<file path="config.mk">
export PLATFORM = sky130hd
export DESIGN_NAME = keyword_token_lexer_top
export DESIGN_NICKNAME = d
export VERILOG_FILES = /design/src/rtl/core/kwlex_pkg.sv /design/src/rtl/core/keyword_token_lexer_top.sv
export SDC_FILE = /design/constraint.sdc
export NUM_CORES = 1
export LEC_CHECK = 0
export ABC_AREA = 1
export ABC_CLOCK_PERIOD_IN_PS = 5100
export BUFFER_PORTS_ARGS = -buffer_cell sky130_fd_sc_hd__buf_4
export CAP_MARGIN = 20
export CELL_PAD_IN_SITES_DETAIL_PLACEMENT = 2
export CELL_PAD_IN_SITES_GLOBAL_PLACEMENT = 2
export CORE_ASPECT_RATIO = 2
export CORE_MARGIN = 2
export CORE_UTILIZATION = 38
export DETAILED_ROUTE_END_ITERATION = 7
export PLACE_DENSITY = 0.9
export SETUP_SLACK_MARGIN = 0.3
export SYNTH_ARGS = -nofsm -noshare
export SYNTH_HDL_FRONTEND = slang
export SYNTH_SLANG_ARGS = --single-unit
</file>
<file path="constraint.sdc">
create_clock -name clk -period 5.1 [get_ports clk]
set_clock_uncertainty 0.2 [all_clocks]
set_input_delay 0.51 -clock clk [delete_from_list [all_inputs] [get_ports clk]]
set_output_delay 0.51 -clock clk [all_outputs]
set_load 0.01 [all_outputs]
</file>
<file path="src/rtl/core/kwlex_pkg.sv">
// ----------------------------------------------------------------------------
// kwlex_pkg: shared types and constants for the keyword token lexer
// Holds the transaction structs for both channels, the token kinds, the
// keyword table and the byte class helpers.
// ----------------------------------------------------------------------------
package kwlex_pkg;

	// Width of the byte position counters (8..32)
	localparam int POSITION_BITS = 16;
	localparam int NUM_KW        = 9;
	localparam int KW_CHARS      = 8;

	localparam logic [POSITION_BITS-1:0] POS_MAX = {POSITION_BITS{1'b1}};
	localparam logic [15:0]              LINE_MAX = 16'hFFFF;

	// Special bytes
	localparam logic [7:0] CH_UNDERSCORE = 8'h5F;
	localparam logic [7:0] CH_COLON      = 8'h3A;
	localparam logic [7:0] CH_QUOTE      = 8'h22;
	localparam logic [7:0] CH_NEWLINE    = 8'h0A;
	localparam logic [7:0] CH_SPACE      = 8'h20;

	typedef enum logic [2:0] {
		KIND_KEYWORD    = 3'd0,
		KIND_IDENTIFIER = 3'd1,
		KIND_NUMBER     = 3'd2,
		KIND_STRING     = 3'd3,
		KIND_OPERATOR   = 3'd4,
		KIND_COLON      = 3'd5,
		KIND_END        = 3'd6
	} tok_kind_t;

	typedef struct packed {
		logic [7:0] ch;
		logic       end_of_source;
	} src_item_t;

	typedef struct packed {
		tok_kind_t   kind;
		logic [3:0]  keyword_index;
		logic [15:0] start_offset;
		logic [15:0] lexeme_length;
		logic [15:0] line_number;
		logic        last_of_run;
	} tok_item_t;

	// Keyword table: val var loop truths proofs dg dgvec bool types
	localparam logic [7:0] KW_TEXT [NUM_KW][KW_CHARS] = '{
		'{"v", "a", "l", 8'h00, 8'h00, 8'h00, 8'h00, 8'h00},
		'{"v", "a", "r", 8'h00, 8'h00, 8'h00, 8'h00, 8'h00},
		'{"l", "o", "o", "p", 8'h00, 8'h00, 8'h00, 8'h00},
		'{"t", "r", "u", "t", "h", "s", 8'h00, 8'h00},
		'{"p", "r", "o", "o", "f", "s", 8'h00, 8'h00},
		'{"d", "g", 8'h00, 8'h00, 8'h00, 8'h00, 8'h00, 8'h00},
		'{"d", "g", "v", "e", "c", 8'h00, 8'h00, 8'h00},
		'{"b", "o", "o", "l", 8'h00, 8'h00, 8'h00, 8'h00},
		'{"t", "y", "p", "e", "s", 8'h00, 8'h00, 8'h00}
	};
	localparam logic [2:0] KW_LEN [NUM_KW] = '{
		3'd3, 3'd3, 3'd4, 3'd6, 3'd6, 3'd2, 3'd5, 3'd4, 3'd5
	};

	function automatic logic is_alpha(input logic [7:0] c);
		return (c >= "a" && c <= "z") || (c >= "A" && c <= "Z");
	endfunction

	function automatic logic is_digit(input logic [7:0] c);
		return c >= "0" && c <= "9";
	endfunction

	function automatic logic is_space(input logic [7:0] c);
		return c == CH_SPACE || (c >= 8'd9 && c <= 8'd13);
	endfunction

	// Saturating increment of a position
	function automatic logic [POSITION_BITS-1:0] sat_inc(input logic [POSITION_BITS-1:0] p);
		return (p == POS_MAX) ? p : p + POSITION_BITS'(1);
	endfunction

	// Position to 16-bit output field (zero extend or keep low bits)
	function automatic logic [15:0] to16(input logic [POSITION_BITS-1:0] p);
		logic [31:0] w;
		w = 32'(p);
		return w[15:0];
	endfunction

endpackage

</file>
<file path="src/rtl/core/keyword_token_lexer_top.sv">
// ----------------------------------------------------------------------------
// keyword_token_lexer_top: streaming keyword tokenizer
// Source bytes go in on the src channel, one per transaction; tokens come out
// on the tok channel, one per transaction. A transaction moves when valid is
// high and stall is low at a rising edge of clk.
// A src transaction with end_of_source set flushes a pending word, number or
// string and then gives an end token; the lexer then starts a new source at
// offset 0 on line 1. A byte gives zero, one or two tokens; last_of_run marks
// the final token caused by one src transaction.
// A byte is registered at the input, classified in the next cycle and its
// tokens are written into a four-entry output queue that drives tok; the
// write waits while the queue holds more than two tokens.
// Throughput: one byte per cycle while the queue holds at most two tokens;
// the tok port drains one token per cycle while tok_stall is low, so bytes
// that each give two tokens run at the output's rate.
// When the receiver stalls, the queue fills and src_stall rises; nothing is
// lost. Reset (arst_n low) empties the queue, clears the pending token, sets
// position to 0 and the line count to 1.
// ----------------------------------------------------------------------------
module keyword_token_lexer_top (
	input  logic                  clk,
	input  logic                  arst_n,
	input  logic                  src_valid,
	output logic                  src_stall,
	input  kwlex_pkg::src_item_t  src_item,
	output logic                  tok_valid,
	input  logic                  tok_stall,
	output kwlex_pkg::tok_item_t  tok_item
);

	typedef enum logic [1:0] {
		MODE_IDLE = 2'd0,
		MODE_WORD = 2'd1,
		MODE_NUM  = 2'd2,
		MODE_STR  = 2'd3
	} scan_mode_t;

	localparam int PB = kwlex_pkg::POSITION_BITS;

	// Input register
	logic                 valid_s1;
	kwlex_pkg::src_item_t item_s1;

	// Lexer state
	scan_mode_t                   mode_q;
	logic [PB-1:0]                pos_q;
	logic [PB-1:0]                start_q;
	logic [15:0]                  line_q;
	logic [kwlex_pkg::NUM_KW-1:0] alive_q;

	// Output queue
	kwlex_pkg::tok_item_t fifo_q [4];
	logic [1:0]           wr_ptr_q;
	logic [1:0]           rd_ptr_q;
	logic [2:0]           cnt_q;

	logic advance;
	logic pop;

	// Next-state and result logic
	scan_mode_t                   mode_d;
	logic [PB-1:0]                pos_d;
	logic [PB-1:0]                start_d;
	logic [15:0]                  line_d;
	logic [kwlex_pkg::NUM_KW-1:0] alive_d;
	kwlex_pkg::tok_item_t         res0;
	kwlex_pkg::tok_item_t         res1;
	logic [1:0]                   n_res;

	assign advance   = valid_s1 && (cnt_q <= 3'd2);
	assign src_stall = valid_s1 && !advance;
	assign pop       = tok_valid && !tok_stall;
	assign tok_valid = (cnt_q != 3'd0);
	assign tok_item  = fifo_q[rd_ptr_q];

	// Input register
	always_ff @(posedge clk or negedge arst_n) begin
		if (!arst_n) begin
			valid_s1 <= 1'b0;
		end else if (!src_stall) begin
			valid_s1 <= src_valid;
		end
	end

	always_ff @(posedge clk) begin
		if (src_valid && !src_stall) begin
			item_s1 <= src_item;
		end
	end

	// Classify the registered byte against the current lexer state
	always_comb begin
		logic [7:0]           c;
		logic                 eos;
		logic                 word_ch;
		logic                 cont;
		logic                 pend;
		logic                 do_flush;
		logic                 do_single;
		logic [PB-1:0]        idx;
		logic [PB-1:0]        len;
		kwlex_pkg::tok_item_t flush_tok;
		kwlex_pkg::tok_item_t single_tok;

		c       = item_s1.ch;
		eos     = item_s1.end_of_source;
		word_ch = kwlex_pkg::is_alpha(c) || kwlex_pkg::is_digit(c) ||
		          c == kwlex_pkg::CH_UNDERSCORE;
		cont    = (mode_q == MODE_STR) ||
		          (mode_q == MODE_WORD && word_ch) ||
		          (mode_q == MODE_NUM && kwlex_pkg::is_digit(c));
		pend    = (mode_q != MODE_IDLE);
		idx     = pos_q - start_q;
		len     = pos_q - start_q;

		// Pending token, as it would be flushed now
		flush_tok               = '0;
		flush_tok.start_offset  = kwlex_pkg::to16(start_q);
		flush_tok.lexeme_length = kwlex_pkg::to16(len);
		flush_tok.line_number   = line_q;
		unique case (mode_q)
			MODE_WORD: begin
				flush_tok.kind = kwlex_pkg::KIND_IDENTIFIER;
				for (int k = 0; k < kwlex_pkg::NUM_KW; k++) begin
					if (alive_q[k] && len == PB'(kwlex_pkg::KW_LEN[k])) begin
						flush_tok.kind          = kwlex_pkg::KIND_KEYWORD;
						flush_tok.keyword_index = 4'(k);
					end
				end
			end
			MODE_NUM:  flush_tok.kind = kwlex_pkg::KIND_NUMBER;
			MODE_STR:  flush_tok.kind = kwlex_pkg::KIND_STRING;
			MODE_IDLE: flush_tok.kind = kwlex_pkg::KIND_IDENTIFIER;
			default:   flush_tok.kind = kwlex_pkg::KIND_IDENTIFIER;
		endcase

		// One-byte token or end token
		single_tok             = '0;
		single_tok.start_offset = kwlex_pkg::to16(pos_q);
		single_tok.line_number = line_q;
		if (eos) begin
			single_tok.kind          = kwlex_pkg::KIND_END;
			single_tok.lexeme_length = 16'd0;
		end else if (c == kwlex_pkg::CH_COLON) begin
			single_tok.kind          = kwlex_pkg::KIND_COLON;
			single_tok.lexeme_length = 16'd1;
		end else begin
			single_tok.kind          = kwlex_pkg::KIND_OPERATOR;
			single_tok.lexeme_length = 16'd1;
		end

		do_flush  = eos ? pend :
		            (mode_q == MODE_STR) ? (c == kwlex_pkg::CH_QUOTE) : (!cont && pend);
		do_single = eos || (!cont && !kwlex_pkg::is_space(c) && !kwlex_pkg::is_alpha(c) &&
		            !kwlex_pkg::is_digit(c) && c != kwlex_pkg::CH_QUOTE);

		// Pack results in order, mark the last
		res0  = do_flush ? flush_tok : single_tok;
		res1  = single_tok;
		n_res = 2'(do_flush) + 2'(do_single);
		if (n_res == 2'd1) begin
			res0.last_of_run = 1'b1;
		end
		res1.last_of_run = 1'b1;

		// Next state
		mode_d  = mode_q;
		pos_d   = kwlex_pkg::sat_inc(pos_q);
		start_d = start_q;
		line_d  = line_q;
		alive_d = alive_q;
		if (eos) begin
			mode_d  = MODE_IDLE;
			pos_d   = '0;
			start_d = '0;
			line_d  = 16'd1;
			alive_d = '0;
		end else if (mode_q == MODE_STR) begin
			if (c == kwlex_pkg::CH_QUOTE) begin
				mode_d = MODE_IDLE;
			end
		end else if (cont) begin
			// Word or number goes on; words narrow the keyword candidates
			if (mode_q == MODE_WORD) begin
				for (int k = 0; k < kwlex_pkg::NUM_KW; k++) begin
					if (pos_q == kwlex_pkg::POS_MAX || idx >= PB'(kwlex_pkg::KW_LEN[k]) ||
					    kwlex_pkg::KW_TEXT[k][idx[2:0]] != c) begin
						alive_d[k] = 1'b0;
					end
				end
			end
		end else begin
			mode_d = MODE_IDLE;
			if (kwlex_pkg::is_space(c)) begin
				if (c == kwlex_pkg::CH_NEWLINE && line_q != kwlex_pkg::LINE_MAX) begin
					line_d = line_q + 16'd1;
				end
			end else if (kwlex_pkg::is_alpha(c)) begin
				mode_d  = MODE_WORD;
				start_d = pos_q;
				for (int k = 0; k < kwlex_pkg::NUM_KW; k++) begin
					alive_d[k] = (kwlex_pkg::KW_TEXT[k][0] == c);
				end
			end else if (kwlex_pkg::is_digit(c)) begin
				mode_d  = MODE_NUM;
				start_d = pos_q;
			end else if (c == kwlex_pkg::CH_QUOTE) begin
				mode_d  = MODE_STR;
				start_d = kwlex_pkg::sat_inc(pos_q);
			end
		end
	end

	// Lexer state registers
	always_ff @(posedge clk or negedge arst_n) begin
		if (!arst_n) begin
			mode_q  <= MODE_IDLE;
			pos_q   <= '0;
			start_q <= '0;
			line_q  <= 16'd1;
			alive_q <= '0;
		end else if (advance) begin
			mode_q  <= mode_d;
			pos_q   <= pos_d;
			start_q <= start_d;
			line_q  <= line_d;
			alive_q <= alive_d;
		end
	end

	// Output queue control
	always_ff @(posedge clk or negedge arst_n) begin
		if (!arst_n) begin
			wr_ptr_q <= '0;
			rd_ptr_q <= '0;
			cnt_q    <= '0;
		end else begin
			if (advance) begin
				wr_ptr_q <= wr_ptr_q + n_res;
			end
			if (pop) begin
				rd_ptr_q <= rd_ptr_q + 2'd1;
			end
			cnt_q <= cnt_q + (advance ? 3'(n_res) : 3'd0) - 3'(pop);
		end
	end

	// Output queue storage
	always_ff @(posedge clk) begin
		if (advance && n_res != 2'd0) begin
			fifo_q[wr_ptr_q] <= res0;
		end
		if (advance && n_res == 2'd2) begin
			fifo_q[wr_ptr_q + 2'd1] <= res1;
		end
	end

endmodule

</file>
==> metrics list <==
- Status: completed
- Net switching component of the power: 0.00674 W
- Routed vias/inst: slightly above 6
- Internal power comes to about 0.0065 W.
* Flop pwr share: 0.282
- Clock-pin slew was measured on the worst setup and hold paths at around 0.080 ns.
- Worst-case vdd ir drop: about 450 µV
* Cell taking the most area after synthesis: edfxtp_1
* Number of storage elements in the synthesis netlist: 300
- The number of global-route vias before repair is 17889.
* Slew Limit Fails: 0
* Syn-to-layout area delta: 15.0%
- The floorplan step defined a core boundary enclosing roughly 42000 µm².
- Across the run, the number of max-cap violations was 0.
* Number of top-level pins: 71
- Fraction of the cycle the final worst path needs: 0.929
* Critical R2R Launch: item_s1[7]
- After detailed routing, the number of remaining DRC violations is 0.
- The first global-routing pass estimated ~110000 µm of wire.
- Of the total power, combinational logic draws 0.536.
* Number of cells traversed by the worst register-to-register path: 22
- CTS built an H-tree with a depth of 1.
- STA classifies the critical path endpoint as a flip-flop.
- For this block, the routed nets add up to 74300 µm of wire.
- STA puts the critical path data arrival time at roughly 5 ns.
* Sort of element at the start of the critical path: flip-flop
- Post-Synthesis Mean Instance Area: between 8 and 9 µm²
- The Yosys step of the flow raised 0 warnings.
- In the synthesized netlist the dominant register cell turns out to be edfxtp_1.
* Number of buffers and inverters on the critical path: 6
* Nets@finish: 2043
- When the netlist entered floorplanning its net count stood at 1977.
* Headroom to the max-slew limit: 0.222
* Critical Path Max Stage Delay: ~0.93 ns
- Entering global routing, the biggest net connects 75 pins.
* Top area cells in the synthesized netlist: edfxtp_1, dfxtp_1, dfrtp_1
- TritonCTS clock tree: done
* Via count: between 15000 and 20000
- Setup repair after global routing left no endpoint under its margin.
* Number of enable-type register cells in the synthesized netlist: 149
* Cells after Synth: 1928
* Buffer depth of the longest clock path: 3
- Max Freq: approximately 210 MHz
* Minimum clock period: roughly 4.7 ns
- The worst hold path terminates at rd_ptr_q[0].
- Of the total power, the share spent switching nets is 0.508.
- Of all nets on the critical path, the largest fanout is 19.
* Top Family by Delay on Critical Path: simple AND/OR/NAND/NOR gates
- Final hold viol count: 0
- After detailed routing, the average wire length per cell comes to around 29 µm.
- Among all cell types in the netlist, the one instantiated most often is nand2_1.
- For this design, the sink count on the clock tree is 300.
- Portion of the post-synthesis area used by sequential elements: 0.493
- Routability-driven placement finished with a final weighted congestion of about 0.9.
* Total power per unit cell area: between 700 and 800 nW/µm²
- After floorplanning, the core was divided into roughly 110 placement rows.
- Total congestion overflow after global routing: 0
* Width of the die: roughly 150 µm
- End of the worst register-to-register path: fifo_q[3][19]
* Clk network pwr share: 0.182
* Total instance count after detailed placement: between 2000 and 2500
* Number of antenna cells inserted: 0
- The floorplan step set the die height to between 200 and 300 µm.
* Worst Path Class, Setup: reg2reg
* Slack of the worst reg-to-reg path: approximately 0.36 ns
* Class of the tightest hold or removal check: in2reg
- Async set-reset flop share out of synthesis: 0.223
* Slowest-stage cell, CP: nor2_2
* Initial antenna violation count: 1
- Root Buffer: clkbuf_16
- Fin Setup TNS: 0 ns
- Total GRT Usage: 0.334
- Die area: approximately 44000 µm²
- Number of clock buffers inserted by TritonCTS: 28
- Series of cell instances along the critical path: inv_2 > nand2_1 > nor2_1 > o211ai_2 > nand2_4 > inv_4 > o21ai_2 > nand2_1 > nand2_2 > nand2_4 > inv_2 > o22ai_2 > nand2_4 > inv_4 > ha_1 > nand2_1 > inv_1 > nand2_1 > inv_1 > nor2_2 > nand2_1 > o21ai_1
- Once detail routing completed, the nets flagged for antenna violations numbered 0.
* Placed wire-length estimate: about 45000 µm
- Yosys mapped the design onto between 50 and 60 distinct sky130hd cell types.
- Netlist area before placement: around 16000 µm²
- Buffers placed on the I/O ports in this run total 70.
- Critical path data required time: 5.42 ns
- Setup violations remaining at the end of the flow were counted as 0.
- The first TritonRoute pass finished after 5 iterations.
- Violation count after the first detailed-route iteration: between 1000 and 1500
- Initial Utilization: 0.383
- For this run, the number of standard cells in the final layout without fillers is around 2600.
* Critical hold path startpoint: tok_stall
* Worst-Skew Late Latency: between 0.6 and 0.7 ns
- At the pin with the least slew margin, the transition time is around 1.2 ns.
- Standby leakage power: between 7 and 8 nW
- By count the netlist is led by nand2_1, nor2_1, o21ai_0.
* Worst hold path cell count: 3
- The share of synthesized area in the top cell type comes to 0.282.
- In the final layout, the share of cells above drive strength 1 is 0.116.
- Most Frequent Cell on Critical Path: nand2_1
-- logic make-up (layout without fill, tap and decap cells) --
group / after synthesis / in the layout / synth area share
buf+inv: 277 / 364 / 0.0684
simple gates: 791 / 792 / 0.209
fa+ha+maj: 36 / 36 / 0.0293
flops: 300 / 300 / 0.493
xor+xnor: 43 / 43 / 0.0237
compound gates: 480 / 480 / 0.176
mux: 1 / 1 / 0.000630
-- power groups by stage --
stage	clock, W	sequential, W	combinational, W
6_report	0.00242	0.00374	0.00712
4_1_cts	0.00242	0.00372	0.00691
3_3_place_gp	0	0.00365	0.00625
2_1_floorplan	0	0.00347	0.00403
5_1_grt	0.00249	0.00378	0.00756
3_5_place_dp	0	0.00372	0.00659
-- layout make-up --
class	instances	area, µm²
Clock buffer	32	778
Sequential cell	300	7840
Fill cell	4565	23200
Tap cell	540	676
Multi-Input combinational cell	1352	7010
Timing Repair Buffer	128	1030
Inverter	184	713
Clock inverter	20	230
-- layout by cell type (no fill, tap or decap), types with 26 or more instances in the layout --
cell type	n
nand2_1	345
inv_1	150
nand4_1	26
clkbuf_16	30
o21ai_0	190
edfxtp_1	149
nand3_1	77
xor2_1	40
dfrtp_1	64
o22ai_1	136
ha_1	34
nor2_1	270
a21oi_1	45
nor3_1	26
buf_4	114
dfxtp_1	84
o21ai_1	40
-- routing by layer --
metal / global-route usage / part of all wire
met3: 0.0421 / 0.057
met2: 0.591 / 0.50
met5: 0 / 0.00017
met1: 0.376 / 0.37
met4: 0.212 / 0.073
-- timing repair --
item,4_1_cts,5_1_grt
gates resized for setup,0,6
buffers inserted,0,5
endpoints found under the hold margin,76,0
hold buffers,11,0
setup endpoints to repair,0,114
-- metrics by stage --
step                      utilization  area [µm²]  setup WS (ns)  power (W)  hold slack [ns]
after CTS                       0.438       18200          0.309     0.0130           0.0155
after global placement          0.411       17100          0.671    0.00990            0.234
after floorplan                     -       15900          0.992    0.00750           0.0144
after global routing            0.440       18300          0.273     0.0138           0.0550
after detailed placement        0.411       17100          0.379     0.0103            0.244
final                           0.440       18300          0.364     0.0133           0.0423
-- how the worst max path moves through the flow --
| stage | from | end | slack (ns) | depth (start not counted) |
|---|---|---|---|---|
| global placement | item_s1[1] | fifo_q[3][55] | 0.67 | 25 |
| detailed placement | item_s1[7] | fifo_q[3][55] | 0.38 | 24 |
| CTS | item_s1[7] | fifo_q[1][0] | 0.31 | 24 |
| finish | item_s1[7] | fifo_q[3][19] | 0.36 | 22 |
| global route | item_s1[4] | fifo_q[3][19] | 0.27 | 23 |
| floorplan | item_s1[2] | fifo_q[3][10] | 0.99 | 19 |
-- state kept, by name (all words and copies together), names as in the netlist --
register and flops:
item_s1 9, fifo_q 224, valid_s1 1, line_q 16, cnt_q 3, mode_q 2, wr_ptr_q 2, start_q 16
alive_q 9, rd_ptr_q 2, pos_q 16
-- tightest hold or removal path, cell delays in order --
cell and delay [ns]:
buf_4 0.08, a21oi_1 0.07, xor2_1 0.15
No activity file was read; power rests on OpenSTA's default activity.
